## config.mk

```make
export PLATFORM = sky130hd
export DESIGN_NAME = bakery_ticket_arbiter_unit_flat
export DESIGN_NICKNAME = d
export VERILOG_FILES = /design/src/rtl/bkt_pkg.sv /design/src/rtl/bkt_if.sv /design/src/rtl/bakery_ticket_arbiter_unit.sv /design/src/rtl/bkt_ticket_ram.sv /design/src/rtl/bkt_scan.sv /design/src/flat_wrapper.sv
export SDC_FILE = /design/constraint.sdc
export NUM_CORES = 1
export LEC_CHECK = 0
export ABC_AREA = 1
export BUFFER_PORTS_ARGS = -buffer_cell sky130_fd_sc_hd__buf_2
export CORE_UTILIZATION = 62
export CTS_BUF_LIST = sky130_fd_sc_hd__clkbuf_8 sky130_fd_sc_hd__clkbuf_16
export CTS_CLUSTER_DIAMETER = 100
export DETAILED_ROUTE_END_ITERATION = 10
export MAX_ROUTING_LAYER = met4
export PLACE_DENSITY = 0.91
export SYNTH_ARGS = -nofsm -noshare
export SYNTH_HDL_FRONTEND = slang
export SYNTH_SLANG_ARGS = --single-unit
```

## constraint.sdc

```tcl
create_clock -name clk -period 3 [get_ports clk]
set_input_delay 0.6 -clock clk [delete_from_list [all_inputs] [get_ports clk]]
set_output_delay 0.6 -clock clk [all_outputs]
set_load 0.01 [all_outputs]
```

## src/rtl/bkt_pkg.sv

```systemverilog
// ----------------------------------------------------------------------------
// bkt_pkg
// Shared constants, command and status codes, and the control group that
// steers the ticket scan of the bakery ticket arbiter.
// ----------------------------------------------------------------------------
package bkt_pkg;

    // Default sizing of the arbiter
    localparam int REQUESTERS_DEF  = 10;
    localparam int TICKET_BITS_DEF = 8;

    // Fixed widths of the channel fields
    localparam int REQ_FIELD_W    = 4;
    localparam int TICKET_FIELD_W = 8;

    // Command codes
    localparam logic CMD_REQUEST = 1'b0;
    localparam logic CMD_RELEASE = 1'b1;

    // Status codes
    localparam logic STATUS_OK      = 1'b0;
    localparam logic STATUS_REFUSED = 1'b1;

    // Control from the sequencer to the scan unit
    typedef struct packed {
        logic clear;       // start of a new item: drop old accumulators
        logic sample_vld;  // a ticket read from the store is on the bus
        logic who_vld;     // the item's requester index is in range
    } scan_ctrl_t;

endpackage

```

## src/rtl/bkt_if.sv

```systemverilog
// ----------------------------------------------------------------------------
// bkt_cmd_if / bkt_rsp_if
// Valid/ready channels of the arbiter: the command channel carries one
// request or release, the response channel one lock report.
// ----------------------------------------------------------------------------
interface bkt_cmd_if;
    logic       valid;
    logic       ready;
    logic       command;
    logic [3:0] requester;

    modport source (output valid, output command, output requester, input ready);
    modport sink   (input valid, input command, input requester, output ready);
endinterface

interface bkt_rsp_if;
    logic       valid;
    logic       ready;
    logic       holder_valid;
    logic [3:0] holder;
    logic [7:0] ticket_given;
    logic       status;

    modport source (output valid, output holder_valid, output holder,
                    output ticket_given, output status, input ready);
    modport sink   (input valid, input holder_valid, input holder,
                    input ticket_given, input status, output ready);
endinterface

```

## src/rtl/bakery_ticket_arbiter_unit.sv

```systemverilog
// ----------------------------------------------------------------------------
// bakery_ticket_arbiter_unit
// Ticket-based mutual-exclusion arbiter in the manner of the bakery scheme.
//
// cmd_chan takes one item: a request (new ticket one above the largest held)
// or a release (clear the requester's ticket). rsp_chan returns exactly one
// item per command: the lock holder (smallest nonzero ticket, ties to the
// lower index), the ticket given and the overflow status.
// Each item walks the ticket store once through its single read port, one
// entry per cycle, then writes the updated ticket back. The entries are read
// one by one, a drain state folds the last entry read into the accumulators
// and a finish state resolves the item and loads the response register.
// A new item is taken only when the block is back in idle after the finish
// state, so it is never taken before the last one is through.
// The response sits in an output register: while the receiver stalls the
// next item is still taken and scanned, and waits in its final cycle until
// the register frees up. Reset clears all tickets at once through per-entry
// valid bits, so the block accepts items right after reset.
// ----------------------------------------------------------------------------
module bakery_ticket_arbiter_unit #(
    parameter int REQUESTERS  = bkt_pkg::REQUESTERS_DEF,
    parameter int TICKET_BITS = bkt_pkg::TICKET_BITS_DEF
) (
    input  logic          clk,
    input  logic          rst_n,
    bkt_cmd_if.sink       cmd_chan,
    bkt_rsp_if.source     rsp_chan
);
    import bkt_pkg::*;

    localparam int IW = $clog2(REQUESTERS);
    localparam logic [IW-1:0] LAST_IDX = IW'(REQUESTERS - 1);

    typedef enum logic [1:0] {ST_IDLE, ST_SCAN, ST_DRAIN, ST_FINISH} state_t;

    state_t                 state_reg;
    logic [IW-1:0]          scan_idx_reg;
    logic                   samp_vld_reg;
    logic [IW-1:0]          samp_idx_reg;
    logic                   cmd_reg;
    logic [IW-1:0]          who_reg;
    logic                   in_range_reg;

    logic                   out_valid_reg;
    logic                   out_holder_valid_reg;
    logic [3:0]             out_holder_reg;
    logic [7:0]             out_ticket_reg;
    logic                   out_status_reg;

    logic                   accept;
    logic                   go;
    logic                   in_range;
    scan_ctrl_t             scan_ctrl;
    logic [TICKET_BITS-1:0] rd_ticket;
    logic [TICKET_BITS-1:0] peak_ticket;
    logic                   min_found;
    logic [TICKET_BITS-1:0] min_ticket;
    logic [IW-1:0]          min_idx;
    logic [TICKET_BITS-1:0] own_ticket;

    logic                   is_request;
    logic                   refused;
    logic                   granted;
    logic [TICKET_BITS-1:0] next_ticket;
    logic [TICKET_BITS-1:0] cand_ticket;
    logic                   own_wins;
    logic                   holder_valid_next;
    logic [IW-1:0]          holder_next;
    logic                   wr_en;
    logic [TICKET_BITS-1:0] wr_data;

    // Take a command only between items
    assign cmd_chan.ready = (state_reg == ST_IDLE);
    assign accept         = cmd_chan.valid && cmd_chan.ready;
    assign in_range       = (32'(cmd_chan.requester) < REQUESTERS);

    // Finish an item once the output register is free
    assign go = (state_reg == ST_FINISH) && (!out_valid_reg || rsp_chan.ready);

    // Ticket store
    bkt_ticket_ram #(
        .DEPTH (REQUESTERS),
        .WIDTH (TICKET_BITS)
    ) u_ram (
        .clk     (clk),
        .rst_n   (rst_n),
        .rd_en   (state_reg == ST_SCAN),
        .rd_addr (scan_idx_reg),
        .rd_data (rd_ticket),
        .wr_en   (wr_en),
        .wr_addr (who_reg),
        .wr_data (wr_data)
    );

    // Scan accumulators
    assign scan_ctrl.clear      = accept;
    assign scan_ctrl.sample_vld = samp_vld_reg;
    assign scan_ctrl.who_vld    = in_range_reg;

    bkt_scan #(
        .REQUESTERS  (REQUESTERS),
        .TICKET_BITS (TICKET_BITS)
    ) u_scan (
        .clk           (clk),
        .rst_n         (rst_n),
        .ctrl          (scan_ctrl),
        .who           (who_reg),
        .sample_idx    (samp_idx_reg),
        .sample_ticket (rd_ticket),
        .peak_ticket   (peak_ticket),
        .min_found     (min_found),
        .min_ticket    (min_ticket),
        .min_idx       (min_idx),
        .own_ticket    (own_ticket)
    );

    // Resolve the update and the new holder from the scan results
    always_comb
    begin
        is_request  = (cmd_reg == CMD_REQUEST);
        refused     = in_range_reg && is_request && (peak_ticket == '1);
        granted     = in_range_reg && is_request && (peak_ticket != '1);
        next_ticket = peak_ticket + 1'b1;
        wr_en       = go && in_range_reg && !refused;
        wr_data     = is_request ? next_ticket : '0;

        // Own requester's ticket after this item
        if (!in_range_reg || !is_request)
        begin
            cand_ticket = '0;
        end
        else if (granted)
        begin
            cand_ticket = next_ticket;
        end
        else
        begin
            cand_ticket = own_ticket;
        end

        own_wins = (cand_ticket != '0) &&
                   (!min_found || (cand_ticket < min_ticket) ||
                    ((cand_ticket == min_ticket) && (who_reg < min_idx)));
        holder_valid_next = own_wins || min_found;
        holder_next       = own_wins ? who_reg : (min_found ? min_idx : '0);
    end

    // Sequencer and output register
    always_ff @(posedge clk or negedge rst_n)
    begin
        if (!rst_n)
        begin
            state_reg            <= ST_IDLE;
            scan_idx_reg         <= '0;
            samp_vld_reg         <= 1'b0;
            samp_idx_reg         <= '0;
            cmd_reg              <= CMD_REQUEST;
            who_reg              <= '0;
            in_range_reg         <= 1'b0;
            out_valid_reg        <= 1'b0;
            out_holder_valid_reg <= 1'b0;
            out_holder_reg       <= '0;
            out_ticket_reg       <= '0;
            out_status_reg       <= STATUS_OK;
        end
        else
        begin
            samp_vld_reg <= (state_reg == ST_SCAN);
            samp_idx_reg <= scan_idx_reg;

            // Drop the response once taken, unless a new one loads now
            if (rsp_chan.ready && !go)
            begin
                out_valid_reg <= 1'b0;
            end

            unique case (state_reg)
                ST_IDLE:
                begin
                    if (accept)
                    begin
                        cmd_reg      <= cmd_chan.command;
                        who_reg      <= IW'(cmd_chan.requester);
                        in_range_reg <= in_range;
                        scan_idx_reg <= '0;
                        state_reg    <= ST_SCAN;
                    end
                end
                ST_SCAN:
                begin
                    if (scan_idx_reg == LAST_IDX)
                    begin
                        state_reg <= ST_DRAIN;
                    end
                    else
                    begin
                        scan_idx_reg <= scan_idx_reg + 1'b1;
                    end
                end
                ST_DRAIN:
                begin
                    state_reg <= ST_FINISH;
                end
                ST_FINISH:
                begin
                    if (go)
                    begin
                        out_valid_reg        <= 1'b1;
                        out_holder_valid_reg <= holder_valid_next;
                        out_holder_reg       <= 4'(holder_next);
                        out_ticket_reg       <= granted ? 8'(next_ticket) : 8'd0;
                        out_status_reg       <= refused ? STATUS_REFUSED : STATUS_OK;
                        state_reg            <= ST_IDLE;
                    end
                end
                default:
                begin
                    state_reg <= ST_IDLE;
                end
            endcase
        end
    end

    assign rsp_chan.valid        = out_valid_reg;
    assign rsp_chan.holder_valid = out_holder_valid_reg;
    assign rsp_chan.holder       = out_holder_reg;
    assign rsp_chan.ticket_given = out_ticket_reg;
    assign rsp_chan.status       = out_status_reg;

    // Checks
    a_accept_starts_scan: assert property (@(posedge clk) disable iff (!rst_n)
        accept |=> (state_reg == ST_SCAN) && (scan_idx_reg == '0))
        else $error("accepted item did not start a scan at entry zero");

    a_write_only_on_finish: assert property (@(posedge clk) disable iff (!rst_n)
        wr_en |-> (state_reg == ST_FINISH) && (!out_valid_reg || rsp_chan.ready))
        else $error("ticket write outside of a completing item");

    a_holder_in_range: assert property (@(posedge clk) disable iff (!rst_n)
        (rsp_chan.valid && rsp_chan.holder_valid) |-> (32'(rsp_chan.holder) < REQUESTERS))
        else $error("reported holder beyond the requester count");

    a_refused_no_ticket: assert property (@(posedge clk) disable iff (!rst_n)
        (rsp_chan.valid && (rsp_chan.status == STATUS_REFUSED)) |-> (rsp_chan.ticket_given == '0))
        else $error("refused request reports a ticket");

endmodule

```

## src/rtl/bkt_ticket_ram.sv

```systemverilog
// ----------------------------------------------------------------------------
// bkt_ticket_ram
// Ticket store: one synchronous (registered) read port and one write
// port. A valid bit per entry, cleared at reset, makes an entry that
// was never written read as zero.
// ----------------------------------------------------------------------------
module bkt_ticket_ram #(
    parameter int DEPTH = 10,
    parameter int WIDTH = 8,
    localparam int AW   = $clog2(DEPTH)
) (
    input  logic             clk,
    input  logic             rst_n,
    input  logic             rd_en,
    input  logic [AW-1:0]    rd_addr,
    output logic [WIDTH-1:0] rd_data,
    input  logic             wr_en,
    input  logic [AW-1:0]    wr_addr,
    input  logic [WIDTH-1:0] wr_data
);

    logic [WIDTH-1:0] mem [DEPTH];
    logic [DEPTH-1:0] vld_reg;
    logic [WIDTH-1:0] rd_data_reg;
    logic             rd_vld_reg;

    // Write the array; reads are registered
    always_ff @(posedge clk)
    begin
        if (wr_en)
        begin
            mem[wr_addr] <= wr_data;
        end
        if (rd_en)
        begin
            rd_data_reg <= mem[rd_addr];
        end
    end

    // Track which entries hold a written value
    always_ff @(posedge clk or negedge rst_n)
    begin
        if (!rst_n)
        begin
            vld_reg    <= '0;
            rd_vld_reg <= 1'b0;
        end
        else
        begin
            if (wr_en)
            begin
                vld_reg[wr_addr] <= 1'b1;
            end
            if (rd_en)
            begin
                rd_vld_reg <= vld_reg[rd_addr];
            end
        end
    end

    // Unwritten entries read as an idle ticket
    assign rd_data = rd_vld_reg ? rd_data_reg : '0;

endmodule

```

## src/rtl/bkt_scan.sv

```systemverilog
// ----------------------------------------------------------------------------
// bkt_scan
// Accumulates one pass over the ticket store: the largest ticket held, the
// smallest nonzero ticket of all other requesters (ties to the lower index)
// and the current ticket of the item's own requester.
// ----------------------------------------------------------------------------
module bkt_scan #(
    parameter int REQUESTERS  = 10,
    parameter int TICKET_BITS = 8,
    localparam int IW         = $clog2(REQUESTERS)
) (
    input  logic                   clk,
    input  logic                   rst_n,
    input  bkt_pkg::scan_ctrl_t    ctrl,
    input  logic [IW-1:0]          who,
    input  logic [IW-1:0]          sample_idx,
    input  logic [TICKET_BITS-1:0] sample_ticket,
    output logic [TICKET_BITS-1:0] peak_ticket,
    output logic                   min_found,
    output logic [TICKET_BITS-1:0] min_ticket,
    output logic [IW-1:0]          min_idx,
    output logic [TICKET_BITS-1:0] own_ticket
);
    import bkt_pkg::*;

    logic [TICKET_BITS-1:0] max_reg;
    logic                   found_reg;
    logic [TICKET_BITS-1:0] min_reg;
    logic [IW-1:0]          idx_reg;
    logic [TICKET_BITS-1:0] own_reg;
    logic                   is_own;

    assign is_own = ctrl.who_vld && (sample_idx == who);

    // Fold one sample per cycle into the accumulators
    always_ff @(posedge clk or negedge rst_n)
    begin
        if (!rst_n)
        begin
            max_reg   <= '0;
            found_reg <= 1'b0;
            min_reg   <= '0;
            idx_reg   <= '0;
            own_reg   <= '0;
        end
        else if (ctrl.clear)
        begin
            max_reg   <= '0;
            found_reg <= 1'b0;
            own_reg   <= '0;
        end
        else if (ctrl.sample_vld)
        begin
            if (sample_ticket > max_reg)
            begin
                max_reg <= sample_ticket;
            end
            if (is_own)
            begin
                own_reg <= sample_ticket;
            end
            else if ((sample_ticket != '0) && (!found_reg || (sample_ticket < min_reg)))
            begin
                found_reg <= 1'b1;
                min_reg   <= sample_ticket;
                idx_reg   <= sample_idx;
            end
        end
    end

    assign peak_ticket = max_reg;
    assign min_found   = found_reg;
    assign min_ticket  = min_reg;
    assign min_idx     = idx_reg;
    assign own_ticket  = own_reg;

endmodule

```

## src/flat_wrapper.sv

```systemverilog
// flat-port wrapper written by rule: the top's interface ports become plain ports
module bakery_ticket_arbiter_unit_flat import bkt_pkg::*;
#(
    parameter int REQUESTERS  = bkt_pkg::REQUESTERS_DEF,
    parameter int TICKET_BITS = bkt_pkg::TICKET_BITS_DEF
)
  (clk, rst_n, cmd_chan_valid, cmd_chan_command, cmd_chan_requester, cmd_chan_ready, rsp_chan_valid, rsp_chan_holder_valid, rsp_chan_holder, rsp_chan_ticket_given, rsp_chan_status, rsp_chan_ready);
  bkt_cmd_if cmd_chan_i ();
  bkt_rsp_if rsp_chan_i ();
  input  logic clk;
  input  logic rst_n;
  input wire logic [$bits(cmd_chan_i.valid)-1:0] cmd_chan_valid;
  input wire logic [$bits(cmd_chan_i.command)-1:0] cmd_chan_command;
  input wire logic [$bits(cmd_chan_i.requester)-1:0] cmd_chan_requester;
  output wire logic [$bits(cmd_chan_i.ready)-1:0] cmd_chan_ready;
  output wire logic [$bits(rsp_chan_i.valid)-1:0] rsp_chan_valid;
  output wire logic [$bits(rsp_chan_i.holder_valid)-1:0] rsp_chan_holder_valid;
  output wire logic [$bits(rsp_chan_i.holder)-1:0] rsp_chan_holder;
  output wire logic [$bits(rsp_chan_i.ticket_given)-1:0] rsp_chan_ticket_given;
  output wire logic [$bits(rsp_chan_i.status)-1:0] rsp_chan_status;
  input wire logic [$bits(rsp_chan_i.ready)-1:0] rsp_chan_ready;
  assign cmd_chan_i.valid = cmd_chan_valid;
  assign cmd_chan_i.command = cmd_chan_command;
  assign cmd_chan_i.requester = cmd_chan_requester;
  assign cmd_chan_ready = cmd_chan_i.ready;
  assign rsp_chan_valid = rsp_chan_i.valid;
  assign rsp_chan_holder_valid = rsp_chan_i.holder_valid;
  assign rsp_chan_holder = rsp_chan_i.holder;
  assign rsp_chan_ticket_given = rsp_chan_i.ticket_given;
  assign rsp_chan_status = rsp_chan_i.status;
  assign rsp_chan_i.ready = rsp_chan_ready;
  bakery_ticket_arbiter_unit #(.REQUESTERS(REQUESTERS), .TICKET_BITS(TICKET_BITS)) u_core (.clk(clk), .rst_n(rst_n), .cmd_chan(cmd_chan_i), .rsp_chan(rsp_chan_i));
endmodule
```

Word-level counts from Yosys, hierarchy flattened
Memories as Yosys holds them, arrays and structs flattened. A register that Yosys moved wholly into a read port is not among the register bits.
Cells that the tools add are included.
- bitwise operators: 4
- shift-type cells: 0
- add/subtract/negate cells: 2
- multiply operators: 0
- muxes and demuxes: 34
- equality and inequality tests: 13
- $lt $le $gt $ge: 8
- divide/modulo/power cells: 0
- reductions and logical operators: 40
- operators with widths (kind ; count):
    2-to-1 mux 8 bit ; 11
    < comparator 8 bit ; 2
    2-to-1 mux 4 bit ; 4
    nonzero test 8 bit ; 2
    logical AND 1 bit ; 13
    2-to-1 mux 1 bit ; 12
    < comparator 4 x 5 -> 1 bit, second input constant ; 2
    OR 10 bit ; 1
    nonzero test 2 bit ; 5
    AND reduction 3 bit ; 3
    adder 8 x 1 -> 8 bit, second input constant ; 1
    == test 8 bit ; 1
    == test 8 bit, second input constant ; 1
    greater-than comparator 8 bit ; 1
    != test 8 bit, second input constant ; 1
    one-hot mux 2 bit (4 select lines) ; 1
    one-hot mux 4 bit (2 select lines) ; 1
    AND reduction 2 bit ; 4
    logical OR 1 bit ; 6
    2-to-1 mux 2 bit ; 3
    != test 2 x 1 -> 1 bit, second input constant ; 3
    zero test 1 bit ; 5
    adder 4 x 1 -> 4 bit, second input constant ; 1
    binary-select mux 1 bit (select 4 bit) ; 1
    12 further kinds ; 16
- latch bits: 0
- word-level logic and storage cells: 121
- memories kept: 1
- input port bits: 9
- ROM bits: 0
- output and inout port bits: 16
- memory bits (writable): 80
- bits in registers: 72
- memories (memory ; words ; bits a word ; rd ports ; clocked after Yosys merged registers in ; wr ports ; RTL line ; text):
    u_core.u_ram.mem ; 10 ; 8 ; 1 ; 1 ; 1 ; bkt_ticket_ram.sv:22 ; logic [WIDTH-1:0] mem [DEPTH];

Depth between registers and ports, before layout
Gate-level depths: netlist of run 1.
- depth after elaboration: 10
- depth in mapped cells: 19
- gate-level depth less buffers: 19

Modules after synthesis
A second synthesis of run 1 with hierarchy kept.
- cell total of the unflattened synthesis: 838
- area total of the unflattened synthesis: 7981.4 um^2
- modules (own cells, without submodules) (module ; instances ; area an instance (um^2) ; sequential area each (um^2) ; cells each):
    bkt_ticket_ram ; 1 ; 4047.6 ; 2917.8 ; 340
    bakery_ticket_arbiter_unit ; 1 ; 2150.8 ; 800.8 ; 273
    bkt_scan ; 1 ; 1783.0 ; 725.7 ; 225

Worst setup path after synthesis of run 1
OpenSTA, ideal clock, no wires.
- path type: reg2reg
- start: register u_core.u_scan.max_reg[0], in the netlist u_core.u_scan.peak_ticket[0]
- end: register u_core.out_holder_reg[0], in the netlist u_core.rsp_chan.holder[0]
- buffers on the path: 1
- arrival time: 2.297 ns
- slack: 0.585 ns
- period minus slack after synthesis: 2.415 ns
- stages on the path, launching flop included: 19
- data required time: 2.883 ns
- setup time: 0.117 ns
- cells stage by stage: dfrtp_1 -> ha_1 -> nand2_2 -> nor2_4 -> nand2_4 -> nand2_4 -> buf_8 -> nand2_1 -> nand3_2 -> inv_1 -> ha_1 -> nand2_1 -> o21a_1 -> o21ai_0 -> nand3_1 -> nand2_2 -> nand2_1 -> nand3_1 -> nand2_1
- word-level cells in the longest chain between the ends: 9
- elaborated cells on any way between the ends: 13
- those cells by class: 1 x add/sub; 1 x order compare; 2 x eq/ne; 3 x mux; 6 x reduce/logical
- ends and longest elaborated chain (item ; RTL line ; text):
    from (decl) ; bkt_scan.sv:26 ; logic [TICKET_BITS-1:0] max_reg;
    from (signal assigned) ; bkt_scan.sv:56 ; max_reg <= sample_ticket;
    parallel branches: the longest is 2 deep, another holds adder 8 x 1 -> 8 bit ; n/a ;
    2-to-1 mux 8 bit * ; bakery_ticket_arbiter_unit.sv:132 ; else if (granted)
    2-to-1 mux 8 bit * ; bakery_ticket_arbiter_unit.sv:128 ; if (!in_range_reg || !is_request)
    < comparator 8 bit / == test 8 bit (equally long branches) ; bakery_ticket_arbiter_unit.sv:142, bakery_ticket_arbiter_unit.sv:143 ;
    logical OR 1 bit / logical AND 1 bit (equally long branches) ; bakery_ticket_arbiter_unit.sv:142, bakery_ticket_arbiter_unit.sv:143 ;
    logical OR 1 bit ; bakery_ticket_arbiter_unit.sv:142 ; (!min_found || (cand_ticket < min_ticket) ||
    logical AND 1 bit * ; bakery_ticket_arbiter_unit.sv:141 ; own_wins = (cand_ticket != '0) &&
    2-to-1 mux 4 bit * ; bakery_ticket_arbiter_unit.sv:145 ; holder_next = own_wins ? who_reg : (min_found ? min_idx : '0);
    to (signal assigned) ; bakery_ticket_arbiter_unit.sv:210 ; out_holder_reg <= 4'(holder_next);
    to (decl) ; bakery_ticket_arbiter_unit.sv:46 ; logic [3:0] out_holder_reg;
Mark *: on every way between the ends.
A chain may end at the register's enable or synchronous reset.

Final worst setup path of run 1
Ends and elaborated chain as after synthesis.

==> run_results.csv, run 1 <==
group,metric,value,unit
final_layout,seq_area,4450,sq um
placed_design,hpwl,11800,um
clock_tree,clk_latency,0.44,ns
floorplan,core,11600,sq um
final_layout,final_nets,822,
detailed_routing,drt-vias-per-instance,6.07,
clock_tree,cts_buffer_depth,2,
worst_setup_path,rr_worst_depth,18,
final_layout,nFillCells,782,
power,p_per_area,1050,nW/um^2
sta,fin_skew,0.00691,ns
final_layout,utilization,71.3,%
final_layout,final_layout_size_suffix_gt1_share,9.84,%
synth,synthCells,758,
detailed_routing,wl_per_cell,19.0,um
worst_setup_path,worst_ep_arrival_time,3.14,ns
power,cellLeakagePower,3.62,nW
clock_tree,cts.sinks,160,
floorplan,start_util,64.5,%
placed_design,place_congestion,0.945,
sta,setup_tns,0,ns
worst_setup_path,cpPeakStageDelay,0.41,ns
final_layout,area_delta_synth_final,10.6,%
final_layout,largest_reg_flops,80,
grt,grt_max_degree,73,
synth,syn_area,7490,sq um
worst_setup_path,r2r_setup_slack,0.19,ns
sta,min_period,2.81,ns
worst_setup_path,path_cells,"ha_2 > nand2_2 > nor2_4 > nand2_4 > nand2_4 > inv_1 > nand2_1 > nand3_1 > inv_1 > ha_1 > a21oi_1 > nor2_1 > a211oi_1 > o21ai_1 > nand3_1 > nand3_1 > nand3_1 > nand2_1",
sta,final_max_slew_viol_count,0,
detailed_routing,vias,5680,
worst_hold_path,min_path_type,"input pin to async pin",
worst_setup_path,crit_cells,18,
clock_tree,cts_hold_buf,0,
detailed_routing,drc,1,
floorplan,chipWidth,112,um
sta,period_share,93.7,%
flow_run,drv_cap,0,
worst_setup_path,criticalPathCategory,"flop to flop",
floorplan,die_y,112,um
final_layout,fin_cells,936,
sta,setup_ws,0.188,ns
grt,grt_antenna_before_repair,0,
final_layout,multi_input_area,2640,sq um
synth,synth_area_per_cell,9.88,sq um
placed_design,dp_slack,0.119,ns
synth,synth_top_area_share,35.3,%
clock_tree,htreeDepth,4,
clock_tree,path_clk_slew,0.06,ns
worst_setup_path,critPathTopFamily,"simple AND/OR/NAND/NOR gates",
sta,setup_viol,0,
worst_setup_path,worstSetupStartpoint,"u_core.u_scan.peak_ticket[0]$_DFFE_PN0P_",
worst_setup_path,reg2reg_from,"u_core.u_scan.peak_ticket[0]$_DFFE_PN0P_",
clock_tree,cts_made_buffers,17,
sta,timing.fmax,356,MHz
worst_setup_path,cp-end-kind,"flop",
clock_tree,postCtsSetupRepairBufs,0,
detailed_routing,drt_pre_antenna_iters,11,
synth,ys.warnings.count,0,
worst_setup_path,critical-path-top-cell-by-count,"nand3_1",
synth,synth_top_cell_by_area,"edfxtp_1",
grt,grt.overflow.total,0,
synth,ys_ff_latch,160,
grt,first_global_vias,5582,
clock_tree,cts_tree,"built",
synth,synthesis.nets,800,
sta,relSlewSlack,31.2,%
worst_setup_path,endpoint,"u_core.rsp_chan.holder[0]$_DFFE_PN0P_",
detailed_routing,detail-route-antenna-nets,0,
clock_tree,root_buffer,"clkbuf_16",
placed_design,portBuffers,24,
worst_setup_path,path_buf_inv,2,
floorplan,ios,25,
run_status,status,"finished, violations left",
grt,grt_first_pass_wirelength,27900,um
run_status,violations,"DRC",
sta,worst_slew_pin_slew,1.03,ns
sta,rsz0062_at_grt,"no",
power,ir_worst_vdd,0.539,mV
grt,grtUsageTotal,30.9,%
final_layout,diodes,0,
worst_setup_path,cp_max_fo,11,
worst_setup_path,cp_slowest_cell,"dfrtp_2",
detailed_routing,routed_wl,17800,um
detailed_routing,drtIter0Drc,594,
floorplan,die-area,12500,sq um
synth,synthTopCellsByArea,"edfxtp_1, dfrtp_1, nand2_1",
worst_setup_path,startpoint_type,"flop",
worst_setup_path,rr_endpoint,"u_core.rsp_chan.holder[0]$_DFFE_PN0P_",
placed_design,place_inst,904,
synth,ys_types,41,
worst_setup_path,cp.required,3.32,ns
floorplan,rows,39,
synth,seq_area_frac_synth,59.4,%
sta,hold_violations,0,
[synthesized netlist by cell type, drive strengths merged]
| cell type | n |
|---|---|
| nand2 | 149 |
| o21ai | 95 |
| nor2 | 89 |
| edfxtp | 88 |
| inv | 75 |
| dfrtp | 72 |
| nand3 | 48 |
| ha | 33 |
| clkbuf | 21 |
| a21oi | 19 |
| o221ai | 11 |
| o22ai | 8 |
| buf | 7 |
| nand4 | 7 |
| o211ai | 7 |
| o31ai | 5 |
| or2 | 5 |
| xor2 | 3 |
| clkinv | 2 |
| nor3b | 2 |
| o21a | 2 |
| a2111oi | 1 |
| a211oi | 1 |
| a21boi | 1 |
| a22o | 1 |
| a31oi | 1 |
| nand3b | 1 |
| nor3 | 1 |
| nor4 | 1 |
| o32ai | 1 |
| xnor2 | 1 |
[cells in the final DEF (no fill, tap or decap), types with 2 or more instances in the layout]
| cell type | Yosys | final |
|---|---|---|
| nand2_4 | 2 | 2 |
| o21ai_1 | 2 | 2 |
| clkinv_2 | 0 | 2 |
| nand3_2 | 2 | 2 |
| nand2_2 | 5 | 5 |
| or2_1 | 4 | 4 |
| clkinvlp_4 | 0 | 3 |
| clkbuf_16 | 0 | 17 |
| nand3_1 | 46 | 46 |
| nor2_2 | 2 | 2 |
| nand4_1 | 7 | 7 |
| o21a_1 | 2 | 2 |
| o221ai_1 | 11 | 11 |
| buf_4 | 0 | 6 |
| xor2_1 | 3 | 3 |
| nor2_1 | 84 | 84 |
| o21ai_2 | 1 | 2 |
| buf_2 | 6 | 24 |
| o21ai_0 | 92 | 91 |
| nor3b_1 | 2 | 2 |
| dfrtp_1 | 72 | 71 |
| inv_1 | 74 | 76 |
| o22ai_1 | 8 | 8 |
| ha_1 | 33 | 32 |
| nand2_1 | 142 | 142 |
| a21oi_1 | 19 | 19 |
| clkinv_1 | 2 | 5 |
| inv_6 | 0 | 3 |
| edfxtp_1 | 88 | 88 |
| nor2_4 | 3 | 3 |
| o31ai_1 | 5 | 5 |
| o211ai_1 | 7 | 7 |
[metrics by stage]
| stage | cell area, sq um | total power [mW] | hold WS (ns) |
|---|---|---|---|
| 2_1_floorplan | 7490 | 5.63 | 0.304 |
| 4_1_cts | 8270 | 8.62 | 0.192 |
| 5_1_grt | 8280 | 9.19 | 0.214 |
| 6_report | 8280 | 8.69 | 0.175 |
| 3_5_place_dp | 7730 | 6.59 | 0.449 |
| 3_3_place_gp | 7730 | 6.39 | 0.441 |
[cells by family after synthesis]
group                      synth area share (%)
DFF                                        59.4
buffers and inverters                      5.52
AOI/OAI and AO/OA                          11.7
and+or+nand+nor                            17.5
adders and majority gates                  5.52
xor gates and xnor gates                  0.468
[routing by layer]
layer	GRT usage [%]	vias up	share of wire [%]
met5	-	-	0
met4	14.9	0	2.5
met3	7.89	45	7.7
met2	49.6	269	50
met1	36.6	2733	40
li1	-	2633	-
[worst min-delay path by stage]
| stage | end |
|---|---|
| floorplan | u_core.cmd_reg$_DFFE_PN0P_ |
| CTS | u_core.u_scan.own_ticket[7]$_DFFE_PN0P_ |
| global route | u_core.rsp_chan.ticket_given[7]$_DFFE_PN0P_ |
| finish | u_core.u_scan.peak_ticket[5]$_DFFE_PN0P_ |
| global placement | u_core.u_ram.vld_reg[6]$_DFFE_PN0P_ |
| detailed placement | u_core.u_ram.vld_reg[1]$_DFFE_PN0P_ |
[power by group]
part | internal (mW) | total (mW) | switching (mW)
registers | 2.92 | 3.25 | 0.331
clock network | 1.13 | 2.01 | 0.876
logic | 1.09 | 3.42 | 2.34
total | 5.14 | 8.69 | 3.54
[what timing repair did]
action / 4_1_cts / 5_1_grt
endpoints found under the setup margin: 0 / 17
hold endpoints to repair: 0 / 0
gates resized for setup: 0 / 4
[layout make-up]
type,instances,area share (%)
inverters,77,3.49
flip-flops and latches,160,53.7
multi-input cells,493,31.8
clock inverters,15,1.44
clock buffers,17,5.14
well taps,143,2.16
repair buffers,31,2.24
[worst reg2reg max path: stages (launching register included)]
cell and delay (ns):
dfrtp_2 0.41, ha_2 0.23, nand2_2 0.08, nor2_4 0.16
nand2_4 0.11, nand2_4 0.15, inv_1 0.08, nand2_1 0.07
nand3_1 0.10, inv_1 0.09, ha_1 0.23, a21oi_1 0.13
nor2_1 0.05, a211oi_1 0.20, o21ai_1 0.14, nand3_1 0.20
nand3_1 0.12, nand3_1 0.10, nand2_1 0.05
No activity file was read; power rests on OpenSTA's default activity.
==> run 2: changes to the inputs <==
Settings changed: BUFFER_PORTS_ARGS -buffer_cell sky130_fd_sc_hd__buf_2 to -buffer_cell sky130_fd_sc_hd__buf_4, CORE_MARGIN from default to 3.
==> run 2 against run 1 <==
Clock power is essentially flat. Highest routed layer unchanged. Setup slack lost 0.077 ns. Cell area grew 1.2%. Sequential share of layout area shrank 0.65 points. Largest power group unchanged. Combinational power grew 4%. The run now ends clean. Clock-buffer cell count is the same. Fmax shrank 2.7%. Clock skew grew 0.0039 ns.
==> run_results.csv, run 2 (synthesis gave the netlist of run 1 again) <==
group,metric,value,unit
sta,fin_skew,0.0108,ns
flow_run,drv_cap,0,
final_layout,largest_reg_flops,80,
detailed_routing,drtIter0Drc,585,
worst_setup_path,cp.required,3.04,ns
final_layout,nFillCells,832,
worst_setup_path,startpoint_type,"flop",
floorplan,core,11600,sq um
placed_design,place_congestion,0.904,
floorplan,start_util,64.5,%
final_layout,utilization,72.2,%
power,cellLeakagePower,3.67,nW
final_layout,final_nets,828,
final_layout,final_common_cell,"nand2_1",
power,p_sw,3.58,mW
power,power_frac_seq,37.0,%
power,p_per_area,1050,nW/um^2
sta,timing.fmax,346,MHz
worst_setup_path,criticalPathCategory,"flop to flop",
sta,worst_slew_pin_slew,1.03,ns
clock_tree,cts_hold_buf,0,
floorplan,die_y,116,um
final_layout,seq_area,4450,sq um
final_layout,mostFrequentLayoutCells,"nand2_1, o21ai_0, edfxtp_1",
power,p_int,5.23,mW
final_layout,multi_input_area,2640,sq um
power,swShare,40.6,%
power,p_comb_share,40.5,%
clock_tree,htreeDepth,4,
clock_tree,cts_buffer_depth,2,
clock_tree,cts_tree,"built",
grt,first_global_vias,5609,
sta,period_share,96.3,%
grt,grt.overflow.total,0,
worst_setup_path,cp-end-kind,"flop",
grt,grt_antenna_before_repair,0,
grt,grtUsageTotal,29.6,%
floorplan,rows,39,
floorplan,die-area,13400,sq um
sta,setup_tns,0,ns
grt,grt_first_pass_wirelength,28700,um
power,ir_worst_vdd,0.745,mV
detailed_routing,detail-route-antenna-nets,0,
sta,rsz0062_at_grt,"no",
sta,min_period,2.89,ns
placed_design,dp_slack,0.132,ns
sta,hold_violations,0,
clock_tree,cts_made_buffers,17,
detailed_routing,drc,0,
clock_tree,root_buffer,"clkbuf_16",
worst_hold_path,min_path_type,"input pin to async pin",
final_layout,area_delta_synth_final,11.9,%
worst_setup_path,worst_ep_arrival_time,2.93,ns
sta,relSlewSlack,31.0,%
floorplan,ios,25,
placed_design,hpwl,12600,um
clock_tree,path_clk_slew,0.06,ns
final_layout,diodes,0,
detailed_routing,vias,5685,
detailed_routing,routed_wl,18100,um
power,total_power,8.81,mW
sta,setup_viol,0,
floorplan,chipWidth,116,um
run_status,status,"finished, final reports clean",
worst_setup_path,cp_max_fo,9,
sta,setup_ws,0.111,ns
grt,grt_max_degree,73,
detailed_routing,drt-vias-per-instance,6.04,
clock_tree,clk_latency,0.43,ns
sta,final_max_slew_viol_count,0,
detailed_routing,wl_per_cell,19.2,um
final_layout,final_layout_size_suffix_gt1_share,10.8,%
placed_design,portBuffers,24,
clock_tree,cts.sinks,160,
detailed_routing,drt_pre_antenna_iters,6,
power,clockPowerShare,22.5,%
run 2: cell types whose count changed in the layout (fill, tap and decap cells not counted), moves of 2 or more:
| cell | previous run | this run |
|---|---|---|
| inv_1 | 76 | 78 |
| clkinv_1 | 5 | 2 |
| buf_4 | 6 | 37 |
| clkinv_4 | 0 | 4 |
| buf_2 | 24 | 0 |
run 2: area by class of cell:
cell class | count | area share (%)
Sequential cell | 160 | 53.1
Multi-Input combinational cell | 493 | 31.5
Clock buffer | 17 | 5.08
Inverter | 77 | 3.45
Timing Repair Buffer | 37 | 3.31
Tap cell | 143 | 2.14
Clock inverter | 15 | 1.46
run 2: path summary, 6_finish.rpt:
kind / start / endpoint / slack, ns / depth (start not counted)
min in group clk: cmd_chan_valid / u_core.scan_idx_reg[3]$_DFFE_PN0P_ / 0.35 / 2
max reg2reg: u_core.u_scan.peak_ticket[0]$_DFFE_PN0P_ / u_core.u_ram.mem[4][2]$_DFFE_PP_ / 0.11 / 10
min reg2reg: u_core.u_ram.vld_reg[4]$_DFFE_PN0P_ / u_core.u_ram.vld_reg[4]$_DFFE_PN0P_ / 0.47 / 1
max in group asynchronous: rst_n / u_core.u_scan.peak_ticket[0]$_DFFE_PN0P_ / 2.09 / 1
min: rst_n / u_core.rsp_chan.ticket_given[5]$_DFFE_PN0P_ / 0.30 / 1
max: u_core.u_scan.peak_ticket[0]$_DFFE_PN0P_ / u_core.u_ram.mem[4][2]$_DFFE_PP_ / 0.11 / 10
run 2: timing repair:
action	4_1_cts	5_1_grt
setup endpoints to repair	0	25
gates resized for setup	0	5
setup buffers	0	4
run 2: worst max-delay path, cell delays in order (launching register included):
cell and delay (ns):
dfrtp_2 0.45, ha_2 0.22, nand2_2 0.10, nor2_4 0.05, nand2_4 0.12, nor2_1 0.08
inv_1 0.16, nand2_1 0.15, inv_1 0.10, nand3_1 0.20, nor2_1 0.85
run 2: power by group through the flow:
stage | clock (mW) | combinational [mW] | sequential [mW]
global route | 2.11 | 4.01 | 3.30
global placement | 0 | 3.20 | 3.26
CTS | 2.00 | 3.45 | 3.25
finish | 1.98 | 3.57 | 3.26
floorplan | 0 | 2.44 | 3.19
detailed placement | 0 | 3.41 | 3.28
run 2: per-stage QoR:
stage	hold WS, ns	instance area [sq um]	cells
after global placement	0.439	7790	906
after CTS	0.329	8340	938
after detailed placement	0.454	7790	906
final	0.300	8380	942
after floorplan	0.304	7490	758
after global routing	0.349	8380	942
run 2: layer usage:
metal	global-route usage, %	share of wire (%)
met1	37.1	39
met2	47.4	50
met3	6.79	8.3
met4	11.0	2.8
met5	-	0
